===== config.mk =====
export PLATFORM = sky130hd
export DESIGN_NAME = message_fifo_with_search
export DESIGN_NICKNAME = d
export VERILOG_FILES = /design/src/rtl/core/mfs_pkg.sv /design/src/rtl/core/mfs_ram.sv /design/src/rtl/core/mfs_ctrl.sv /design/src/rtl/core/message_fifo_with_search.sv
export SDC_FILE = /design/constraint.sdc
export NUM_CORES = 1
export LEC_CHECK = 0
export BUFFER_PORTS_ARGS = -buffer_cell sky130_fd_sc_hd__buf_2
export CORE_MARGIN = 3
export CORE_UTILIZATION = 61
export CTS_BUF_LIST = sky130_fd_sc_hd__clkbuf_16
export DETAILED_ROUTE_END_ITERATION = 16
export GPL_ROUTABILITY_DRIVEN = 0
export GPL_TIMING_DRIVEN = 0
export PLACE_DENSITY = 0.79
export SYNTH_ARGS = -nofsm -noshare
export SYNTH_HDL_FRONTEND = slang
export SYNTH_SLANG_ARGS = --single-unit

===== constraint.sdc =====
create_clock -name clk -period 4.2 [get_ports clk]
set_clock_uncertainty 0.1 [all_clocks]
set_input_delay 0.84 -clock clk [delete_from_list [all_inputs] [get_ports clk]]
set_output_delay 0.84 -clock clk [all_outputs]
set_load 0.05 [all_outputs]

===== src/rtl/core/mfs_pkg.sv =====
// shared constants, types and helpers for the message queue with search
package mfs_pkg;

	// ring storage
	localparam int unsigned DEPTH = 16;
	localparam int unsigned PTR_W = (DEPTH > 1) ? $clog2(DEPTH) : 1;
	localparam int unsigned OCC_W = $clog2(DEPTH + 1);

	// field widths
	localparam int unsigned FUNC_W   = 2;
	localparam int unsigned STATUS_W = 2;
	localparam int unsigned SRC_W    = 16;
	localparam int unsigned MESG_W   = 32;
	localparam int unsigned CNT_W    = 32;
	localparam int unsigned ENTRY_W  = SRC_W + MESG_W;

	// operation codes
	localparam logic [FUNC_W-1:0] FN_ENQ  = 2'd0;
	localparam logic [FUNC_W-1:0] FN_DEQ  = 2'd1;
	localparam logic [FUNC_W-1:0] FN_SRCH = 2'd2;

	// result status codes
	localparam logic [STATUS_W-1:0] STAT_OK   = 2'd0;
	localparam logic [STATUS_W-1:0] STAT_MISS = 2'd1;
	localparam logic [STATUS_W-1:0] STAT_FULL = 2'd2;

	// sequencer states
	typedef enum logic [1:0] {
		S_IDLE,
		S_DEQ,
		S_SRCH,
		S_EMIT
	} state_t;

	// memory port controls
	typedef struct packed {
		logic             rd_en;
		logic [PTR_W-1:0] rd_addr;
		logic             wr_en;
		logic [PTR_W-1:0] wr_addr;
	} ram_ctl_t;

	// ring successor of a slot
	function automatic logic [PTR_W-1:0] next_slot(input logic [PTR_W-1:0] slot);
		logic [PTR_W-1:0] res;
		if (slot == PTR_W'(DEPTH - 1)) begin
			res = '0;
		end else begin
			res = slot + PTR_W'(1);
		end
		return res;
	endfunction

endpackage


===== src/rtl/core/mfs_ram.sv =====
// single-port-write, single-port-read synchronous ram with registered read data
module mfs_ram #(
	parameter int unsigned WIDTH = 48,
	parameter int unsigned DEPTH = 16,
	localparam int unsigned AW = (DEPTH > 1) ? $clog2(DEPTH) : 1
) (
	input  logic             clk,
	input  logic             wr_en,
	input  logic [AW-1:0]    wr_addr,
	input  logic [WIDTH-1:0] wr_data,
	input  logic             rd_en,
	input  logic [AW-1:0]    rd_addr,
	output logic [WIDTH-1:0] rd_data
);

	logic [WIDTH-1:0] mem [DEPTH];
	logic [WIDTH-1:0] rd_data_q;

	always_ff @(posedge clk) begin
		if (wr_en) begin
			mem[wr_addr] <= wr_data;
		end
	end

	// read data holds until the next read
	always_ff @(posedge clk) begin
		if (rd_en) begin
			rd_data_q <= mem[rd_addr];
		end
	end

	assign rd_data = rd_data_q;

endmodule


===== src/rtl/core/mfs_ctrl.sv =====
// queue sequencer: ring pointers, counters, search scan and result register
module mfs_ctrl
	import mfs_pkg::*;
(
	input  logic                       clk,
	input  logic                       arst_n,
	input  logic                       in_valid,
	output logic                       in_ready,
	input  logic [FUNC_W-1:0]          func,
	input  logic [SRC_W-1:0]           src,
	input  logic [MESG_W-1:0]          mesg,
	output ram_ctl_t                   ram_ctl,
	output logic [ENTRY_W-1:0]         ram_wdata,
	input  logic [ENTRY_W-1:0]         ram_rdata,
	output logic                       out_valid,
	input  logic                       out_ready,
	output logic [STATUS_W-1:0]        status,
	output logic [SRC_W-1:0]           src_out,
	output logic [MESG_W-1:0]          mesg_out,
	output logic [CNT_W-1:0]           enq_total,
	output logic [CNT_W-1:0]           deq_total,
	output logic [PTR_W-1:0]           head_dbg,
	output logic [PTR_W-1:0]           tail_dbg,
	output logic [OCC_W-1:0]           occ_dbg,
	output state_t                     state_dbg,
	output logic [OCC_W-1:0]           scan_left_dbg
);

	state_t state_q, state_d;

	logic [PTR_W-1:0] head_q, tail_q, scan_ptr_q;
	logic [OCC_W-1:0] occ_q, scan_left_q;
	logic [CNT_W-1:0] enq_q, deq_q;
	logic             out_valid_q;

	logic [MESG_W-1:0]   key_q;
	logic [STATUS_W-1:0] res_status_q;
	logic [SRC_W-1:0]    res_src_q;
	logic [MESG_W-1:0]   res_mesg_q;

	logic [STATUS_W-1:0] status_q;
	logic [SRC_W-1:0]    src_out_q;
	logic [MESG_W-1:0]   mesg_out_q;
	logic [CNT_W-1:0]    enq_total_q, deq_total_q;

	logic              accept, full, empty, hit, last, emit;
	logic [SRC_W-1:0]  rd_src;
	logic [MESG_W-1:0] rd_mesg;

	assign rd_src  = ram_rdata[ENTRY_W-1 -: SRC_W];
	assign rd_mesg = ram_rdata[MESG_W-1:0];
	assign full    = (occ_q == OCC_W'(DEPTH));
	assign empty   = (occ_q == '0);
	assign accept  = in_valid && in_ready;
	assign hit     = (rd_mesg == key_q);
	assign last    = (scan_left_q == OCC_W'(1));
	assign emit    = (state_q == S_EMIT) && (!out_valid_q || out_ready);

	// next state
	always_comb begin
		state_d = state_q;
		unique case (state_q)
			S_IDLE: begin
				if (accept) begin
					case (func)
						FN_DEQ:  state_d = empty ? S_EMIT : S_DEQ;
						FN_SRCH: state_d = empty ? S_EMIT : S_SRCH;
						default: state_d = S_EMIT;
					endcase
				end
			end
			S_DEQ: begin
				state_d = S_EMIT;
			end
			S_SRCH: begin
				if (hit || last) begin
					state_d = S_EMIT;
				end
			end
			S_EMIT: begin
				if (!out_valid_q || out_ready) begin
					state_d = S_IDLE;
				end
			end
			default: state_d = S_IDLE;
		endcase
	end

	// outputs of the sequencer
	always_comb begin
		in_ready        = 1'b0;
		ram_ctl.rd_en   = 1'b0;
		ram_ctl.rd_addr = head_q;
		ram_ctl.wr_en   = 1'b0;
		ram_ctl.wr_addr = tail_q;
		unique case (state_q)
			S_IDLE: begin
				in_ready      = 1'b1;
				ram_ctl.wr_en = in_valid && (func == FN_ENQ) && !full;
				ram_ctl.rd_en = in_valid && ((func == FN_DEQ) || (func == FN_SRCH)) && !empty;
			end
			S_SRCH: begin
				ram_ctl.rd_addr = scan_ptr_q;
				ram_ctl.rd_en   = !hit && !last;
			end
			default: begin
			end
		endcase
	end

	assign ram_wdata = {src, mesg};

	always_ff @(posedge clk or negedge arst_n) begin
		if (!arst_n) begin
			state_q     <= S_IDLE;
			head_q      <= '0;
			tail_q      <= '0;
			occ_q       <= '0;
			enq_q       <= '0;
			deq_q       <= '0;
			scan_ptr_q  <= '0;
			scan_left_q <= '0;
			out_valid_q <= 1'b0;
		end else begin
			state_q <= state_d;
			if (accept) begin
				case (func)
					FN_ENQ: begin
						if (!full) begin
							tail_q <= next_slot(tail_q);
							occ_q  <= occ_q + OCC_W'(1);
							enq_q  <= enq_q + CNT_W'(1);
						end
					end
					FN_DEQ: begin
						if (!empty) begin
							head_q <= next_slot(head_q);
							occ_q  <= occ_q - OCC_W'(1);
							deq_q  <= deq_q + CNT_W'(1);
						end
					end
					FN_SRCH: begin
						scan_ptr_q  <= next_slot(head_q);
						scan_left_q <= occ_q;
					end
					default: begin
					end
				endcase
			end
			if ((state_q == S_SRCH) && ram_ctl.rd_en) begin
				scan_ptr_q  <= next_slot(scan_ptr_q);
				scan_left_q <= scan_left_q - OCC_W'(1);
			end
			if (emit) begin
				out_valid_q <= 1'b1;
			end else if (out_ready) begin
				out_valid_q <= 1'b0;
			end
		end
	end

	// result assembly and output register
	always_ff @(posedge clk) begin
		if (accept) begin
			key_q      <= mesg;
			res_src_q  <= '0;
			res_mesg_q <= '0;
			case (func)
				FN_ENQ:  res_status_q <= full ? STAT_FULL : STAT_OK;
				FN_DEQ:  res_status_q <= empty ? STAT_MISS : STAT_OK;
				FN_SRCH: res_status_q <= STAT_MISS;
				default: res_status_q <= STAT_OK;
			endcase
		end
		if (state_q == S_DEQ) begin
			res_src_q  <= rd_src;
			res_mesg_q <= rd_mesg;
		end
		if ((state_q == S_SRCH) && hit) begin
			res_status_q <= STAT_OK;
			res_src_q    <= rd_src;
		end
		if (emit) begin
			status_q    <= res_status_q;
			src_out_q   <= res_src_q;
			mesg_out_q  <= res_mesg_q;
			enq_total_q <= enq_q;
			deq_total_q <= deq_q;
		end
	end

	assign out_valid     = out_valid_q;
	assign status        = status_q;
	assign src_out       = src_out_q;
	assign mesg_out      = mesg_out_q;
	assign enq_total     = enq_total_q;
	assign deq_total     = deq_total_q;
	assign head_dbg      = head_q;
	assign tail_dbg      = tail_q;
	assign occ_dbg       = occ_q;
	assign state_dbg     = state_q;
	assign scan_left_dbg = scan_left_q;

endmodule


===== src/rtl/core/message_fifo_with_search.sv =====
// top level of the message queue with associative search
// A queue of up to DEPTH (source, message) pairs held in one synchronous ram in arrival order.
// Each transfer in carries one operation: enqueue appends a pair (or reports full and drops it),
// dequeue returns the oldest pair (or reports empty), search returns the source of the oldest
// entry whose message equals the key (or reports not found) without removing anything. Every
// result also carries the running counts of accepted enqueues and successful dequeues, wrapping
// at 32 bits. One operation is worked on at a time: the result is loaded into the output
// register from the result state, which an enqueue, a miss on an empty queue or an unused
// code reaches straight after the input transfer, a dequeue after its read state, and a search
// after scanning up to the entry that ends it (at most the occupancy, so up to DEPTH entries).
// The next transfer in is taken once the result is loaded, and the scan reads the ram one
// entry per cycle through its single read port. A new transfer in is taken while a finished
// result still waits in the output register; only the next result waits for it to drain.
// The ram needs no clearing after reset, because only occupied entries are ever read.
module message_fifo_with_search
	import mfs_pkg::*;
(
	input  logic                       clk,
	input  logic                       arst_n,
	input  logic                       in_valid,
	output logic                       in_ready,
	input  logic [FUNC_W-1:0]          func,
	input  logic [SRC_W-1:0]           src,
	input  logic signed [MESG_W-1:0]   mesg,
	output logic                       out_valid,
	input  logic                       out_ready,
	output logic [STATUS_W-1:0]        status,
	output logic [SRC_W-1:0]           src_out,
	output logic signed [MESG_W-1:0]   mesg_out,
	output logic [CNT_W-1:0]           enq_total,
	output logic [CNT_W-1:0]           deq_total
);

	// memory port controls and data
	ram_ctl_t           ram_ctl;
	logic [ENTRY_W-1:0] ram_wdata;
	logic [ENTRY_W-1:0] ram_rdata;
	logic [MESG_W-1:0]  mesg_out_raw;

	// sequencer state seen by the checks below
	logic [PTR_W-1:0] head_dbg, tail_dbg;
	logic [OCC_W-1:0] occ_dbg, scan_left_dbg;
	state_t           state_dbg;

	// sequencer: pointers, counters, search scan, result register
	mfs_ctrl u_ctrl (
		.clk           (clk),
		.arst_n        (arst_n),
		.in_valid      (in_valid),
		.in_ready      (in_ready),
		.func          (func),
		.src           (src),
		.mesg          (MESG_W'(unsigned'(mesg))),
		.ram_ctl       (ram_ctl),
		.ram_wdata     (ram_wdata),
		.ram_rdata     (ram_rdata),
		.out_valid     (out_valid),
		.out_ready     (out_ready),
		.status        (status),
		.src_out       (src_out),
		.mesg_out      (mesg_out_raw),
		.enq_total     (enq_total),
		.deq_total     (deq_total),
		.head_dbg      (head_dbg),
		.tail_dbg      (tail_dbg),
		.occ_dbg       (occ_dbg),
		.state_dbg     (state_dbg),
		.scan_left_dbg (scan_left_dbg)
	);

	assign mesg_out = signed'(mesg_out_raw);

	// ring storage: source in the upper bits, message in the lower bits
	// a write and a read of the same entry never share a cycle, the sequencer
	// always passes through the result state between two operations
	mfs_ram #(
		.WIDTH (ENTRY_W),
		.DEPTH (DEPTH)
	) u_ram (
		.clk     (clk),
		.wr_en   (ram_ctl.wr_en),
		.wr_addr (ram_ctl.wr_addr),
		.wr_data (ram_wdata),
		.rd_en   (ram_ctl.rd_en),
		.rd_addr (ram_ctl.rd_addr),
		.rd_data (ram_rdata)
	);

	// occupancy never goes beyond the ring size
	assert property (@(posedge clk) disable iff (!arst_n)
		occ_dbg <= OCC_W'(DEPTH))
		else $error("occupancy beyond ring size");

	// tail always sits occupancy slots after head
	assert property (@(posedge clk) disable iff (!arst_n)
		tail_dbg == PTR_W'((int'(head_dbg) + int'(occ_dbg)) % DEPTH))
		else $error("ring pointers out of step with occupancy");

	// an enqueue onto a full ring leaves the tail alone
	assert property (@(posedge clk) disable iff (!arst_n)
		(in_valid && in_ready && (func == FN_ENQ) && (occ_dbg == OCC_W'(DEPTH)))
		|=> $stable(tail_dbg) && $stable(occ_dbg))
		else $error("dropped enqueue changed the ring");

	// the scan never runs past the occupied entries
	assert property (@(posedge clk) disable iff (!arst_n)
		(state_dbg == S_SRCH) |-> (scan_left_dbg != '0) && (scan_left_dbg <= occ_dbg))
		else $error("search scan outside occupied entries");

	// no write lands in the ring while an operation is still in flight
	assert property (@(posedge clk) disable iff (!arst_n)
		ram_ctl.wr_en |-> (state_dbg == S_IDLE) && !ram_ctl.rd_en)
		else $error("ring written outside idle");

endmodule

==> summary.md <==
| Metric | Value |
|---|---|
| Reg2reg start | u_ctrl.state_dbg[0] |
| Total negative setup slack | 0 ns |
| Htree depth | 3 |
| Yosys warnings | 0 |
| Avg Vias per Cell | about 6.5 |
| Net Count, Synth | about 2100 |
| Fin nets | between 2000 and 2500 |
| Fin crit period | slightly above 4 ns |
| Max Freq | roughly 240 MHz |
| Post-Synthesis Cells | 2058 |
| Register area | ~33000 um2 |
| Num CTS Buffers | 104 |
| Maximum fanout along the worst path | 10 |
| Final non-filler cell total | about 3300 |
| DRT Wirelength | a little under 100 mm |
| Layout fillers | about 3900 |
| Width of the die | roughly 270 um |
| Core area | between 60000 and 70000 um2 |
| Clock-pin transition on the worst setup and hold timing paths | about 0.060 ns |
| Area leader, netlist | edfxtp_1 |
| Layout area overhead | 13.3% |
| Routed len/inst | approximately 29 um |
| Placed Cells | 3113 |
| Levels on crit path | 8 |
| Top cell type's share of synthesized area | 0.726 |
| Critical path cell sequence | inv_1 > ha_1 > buf_4 > mux2i_1 > clkbuf_1 > clkbuf_1 > nand2_1 > a31oi_1 |
| RSZ-0062 raised after global routing | false |
| Largest net degree at the start of global routing | 66 |
| GRT overflow | 0 |
| Kind of critical path | reg -> reg |
| R2R Path End | u_ram.rd_data[16] |
| Mapped cell area | ~42000 um2 |
| WP data arrival | approximately 4.5 ns |
| Syn_area_per_cell | 20.3 um2 |
| Max incr delay on CP | around 1.1 ns |
| Clock sink count | ~1100 |
| Max Cap Viol | 0 |
| First-pass GRT wire length | about 140 mm |
| Routed vias | roughly 22000 |
| Post-DP HPWL | roughly 53 mm |
| Outcome | finished clean |
| Critical Path Sink Type | flip-flop |
| CTS resizes | 0 |
| WHS Path Cells | 0 |
| WP data required | around 4.6 ns |
| Worst Setup Start Kind | flip-flop |
| Worst-margin pin slew | approximately 1.4 ns |
| GRT Util Overall | 0.275 |
| Initial DRC count | around 2700 |
| Hold crit path type | reg -> reg |
| Clock Tree Buf Depth | 3 |
| Row cnt | between 90 and 100 |
| Port Buffers | ~170 |
| Power density over cell area | 705 nW/um2 |
| CTS tree | built |
| Leak Pwr | 16.1 nW |
| Sequential fraction of the synthesis area | 0.781 |
| Critical path origin | u_ctrl.state_dbg[0] |
| FF-to-FF setup slack | 0.10 ns |
| Max-slew violation count | 0 |
| Commonest non-fill, non-tap cells in the layout | 1010 x edfxtp_1, 192 x mux4_2, 187 x buf_2, 147 x nand2_1, 105 x clkbuf_16 |
| Hold_buf cts | 1 |
| Post-DRT Antenna Nets | 0 |
| Initial antenna violation count | 7 |
| Die Y | ~270 um |
| Remaining design rule violation count | 0 |
| Clk_lat worst skew | a little under 0.7 ns |
| Initial Utilization | 0.619 |
| VDD IR max | 0.000608 V |
| Worst r2r path cells | 8 |
| Synth area leaders | edfxtp_1 73%, mux4_2 10%, dfrtp_1 5.3% |
| CP endpoint | u_ram.rd_data[16] |
| Most used cell, CP | clkbuf_1 |
| Synth unique cells | 43 |
| 1st-pass router iterations | 6 |
| Hold Vio Cnt, Final | 0 |
| Post CTS Setup Buffer Count | 0 |
| Commonest non-fill, non-tap cell in the layout | edfxtp_1 |
| Total die area | 71600 um2 |
| Layout cells sized above 1 | 0.240 |
| Critical path's slowest cell | mux2i_1 |
| Delay-heaviest family, CP | buffers and inverters |
| Period utilisation layout | 0.976 |
| Number of global-route vias before repair | roughly 22000 |
| IO Count | 170 |
| Synth Register Bits | about 1100 |
| Clock root buffer master | clkbuf_16 |
| Relative slew slack | 0.0586 |
| # setup viols final | 0 |
| Buf/Inv on CP | 4 |
| Area of the multi-input gates | 8690 um2 |
## through the flow
step	setup WS, ns	area (um2)	total power, mW	util	hold slack, ns
after floorplan	0.141	41800	21.6	-	0.300
after global placement	-2.19	43700	24.2	0.647	0.304
after detailed placement	0.311	44100	24.5	0.653	0.305
after CTS	0.250	47300	33.5	0.701	0.317
after global routing	0.0464	47300	34.5	0.701	0.327
final	0.102	47300	33.4	0.701	0.317
## cell usage after synthesis
cell	number
nor3_1	9
nor3_2	1
a32oi_1	2
a21o_1	4
o21ai_0	12
nor4_4	2
inv_1	22
mux2_2	8
dfxtp_1	2
o21ai_4	1
a31o_2	1
ha_1	21
a211oi_1	49
mux2i_1	16
nand3_1	24
a41oi_1	1
nand4_1	23
and2_1	95
buf_6	14
nand3b_1	1
buf_1	4
dfrtp_1	89
nor3b_1	1
or2_2	1
clkbuf_1	41
a31oi_1	50
nor2_1	21
nor4_1	4
a21oi_1	11
nand2b_1	3
and3_1	16
buf_4	6
o2111ai_1	1
nand2_1	147
a221oi_1	1
edfxtp_1	1010
and4_1	8
buf_2	19
fa_1	1
xor2_1	17
nor2b_1	18
xnor2_1	89
mux4_2	192
## registers in the layout, summed over array words and instances (netlist names), 32 cells and up
signal,flops
u_ctrl.deq_q,32
u_ctrl.deq_total,32
u_ctrl.enq_q,32
u_ctrl.enq_total,32
u_ctrl.key_q,32
u_ctrl.mesg_out,32
u_ctrl.res_mesg_q,32
u_ram.mem,768
u_ram.rd_data,48
## worst min path at each step
stage	to	slack [ns]	start
floorplan	u_ctrl.mesg_out[0]	0.30	u_ctrl.res_mesg_q[0]
global placement	u_ctrl.mesg_out[6]	0.30	u_ctrl.res_mesg_q[6]
detailed placement	u_ctrl.mesg_out[12]	0.30	u_ctrl.res_mesg_q[12]
CTS	u_ctrl.mesg_out[6]	0.32	u_ctrl.res_mesg_q[6]
global route	u_ctrl.mesg_out[2]	0.33	u_ctrl.res_mesg_q[2]
finish	u_ctrl.mesg_out[12]	0.32	u_ctrl.res_mesg_q[12]
## where the power goes
group / switching, mW / internal [mW]
clock network: 3.95 / 4.89
logic: 6.44 / 3.84
registers: 0.560 / 13.7
## layer usage
layer,wire length [um],vias to the layer above,global-route usage
met5,13,-,0
met4,4120,2,0.129
met3,9330,268,0.0556
met2,48100,1385,0.450
met1,35000,11100,0.360
li1,-,8812,-
## layout make-up
type | instances | area share
Sequential cell | 1101 | 0.689
Multi-Input combinational cell | 851 | 0.184
Clock buffer | 105 | 0.0555
Timing Repair Buffer | 183 | 0.0251
Tap cell | 873 | 0.0231
Clock inverter | 86 | 0.0120
Buffer | 84 | 0.00986
Inverter | 22 | 0.00174
Antenna cell | 6 | 0.000317
## kinds of logic after synthesis
kind of cell             after synthesis  synth area share
flip-flops                          1101             0.781
AND/OR/NAND/NOR                      374            0.0463
multiplexers                         216             0.110
AO/OA/AOI/OAI                        133            0.0214
XOR/XNOR                             106            0.0222
buffers and inverters                106            0.0132
adder cells (fa/ha/maj)               22           0.00677
(Power assumes the default switching activity.)
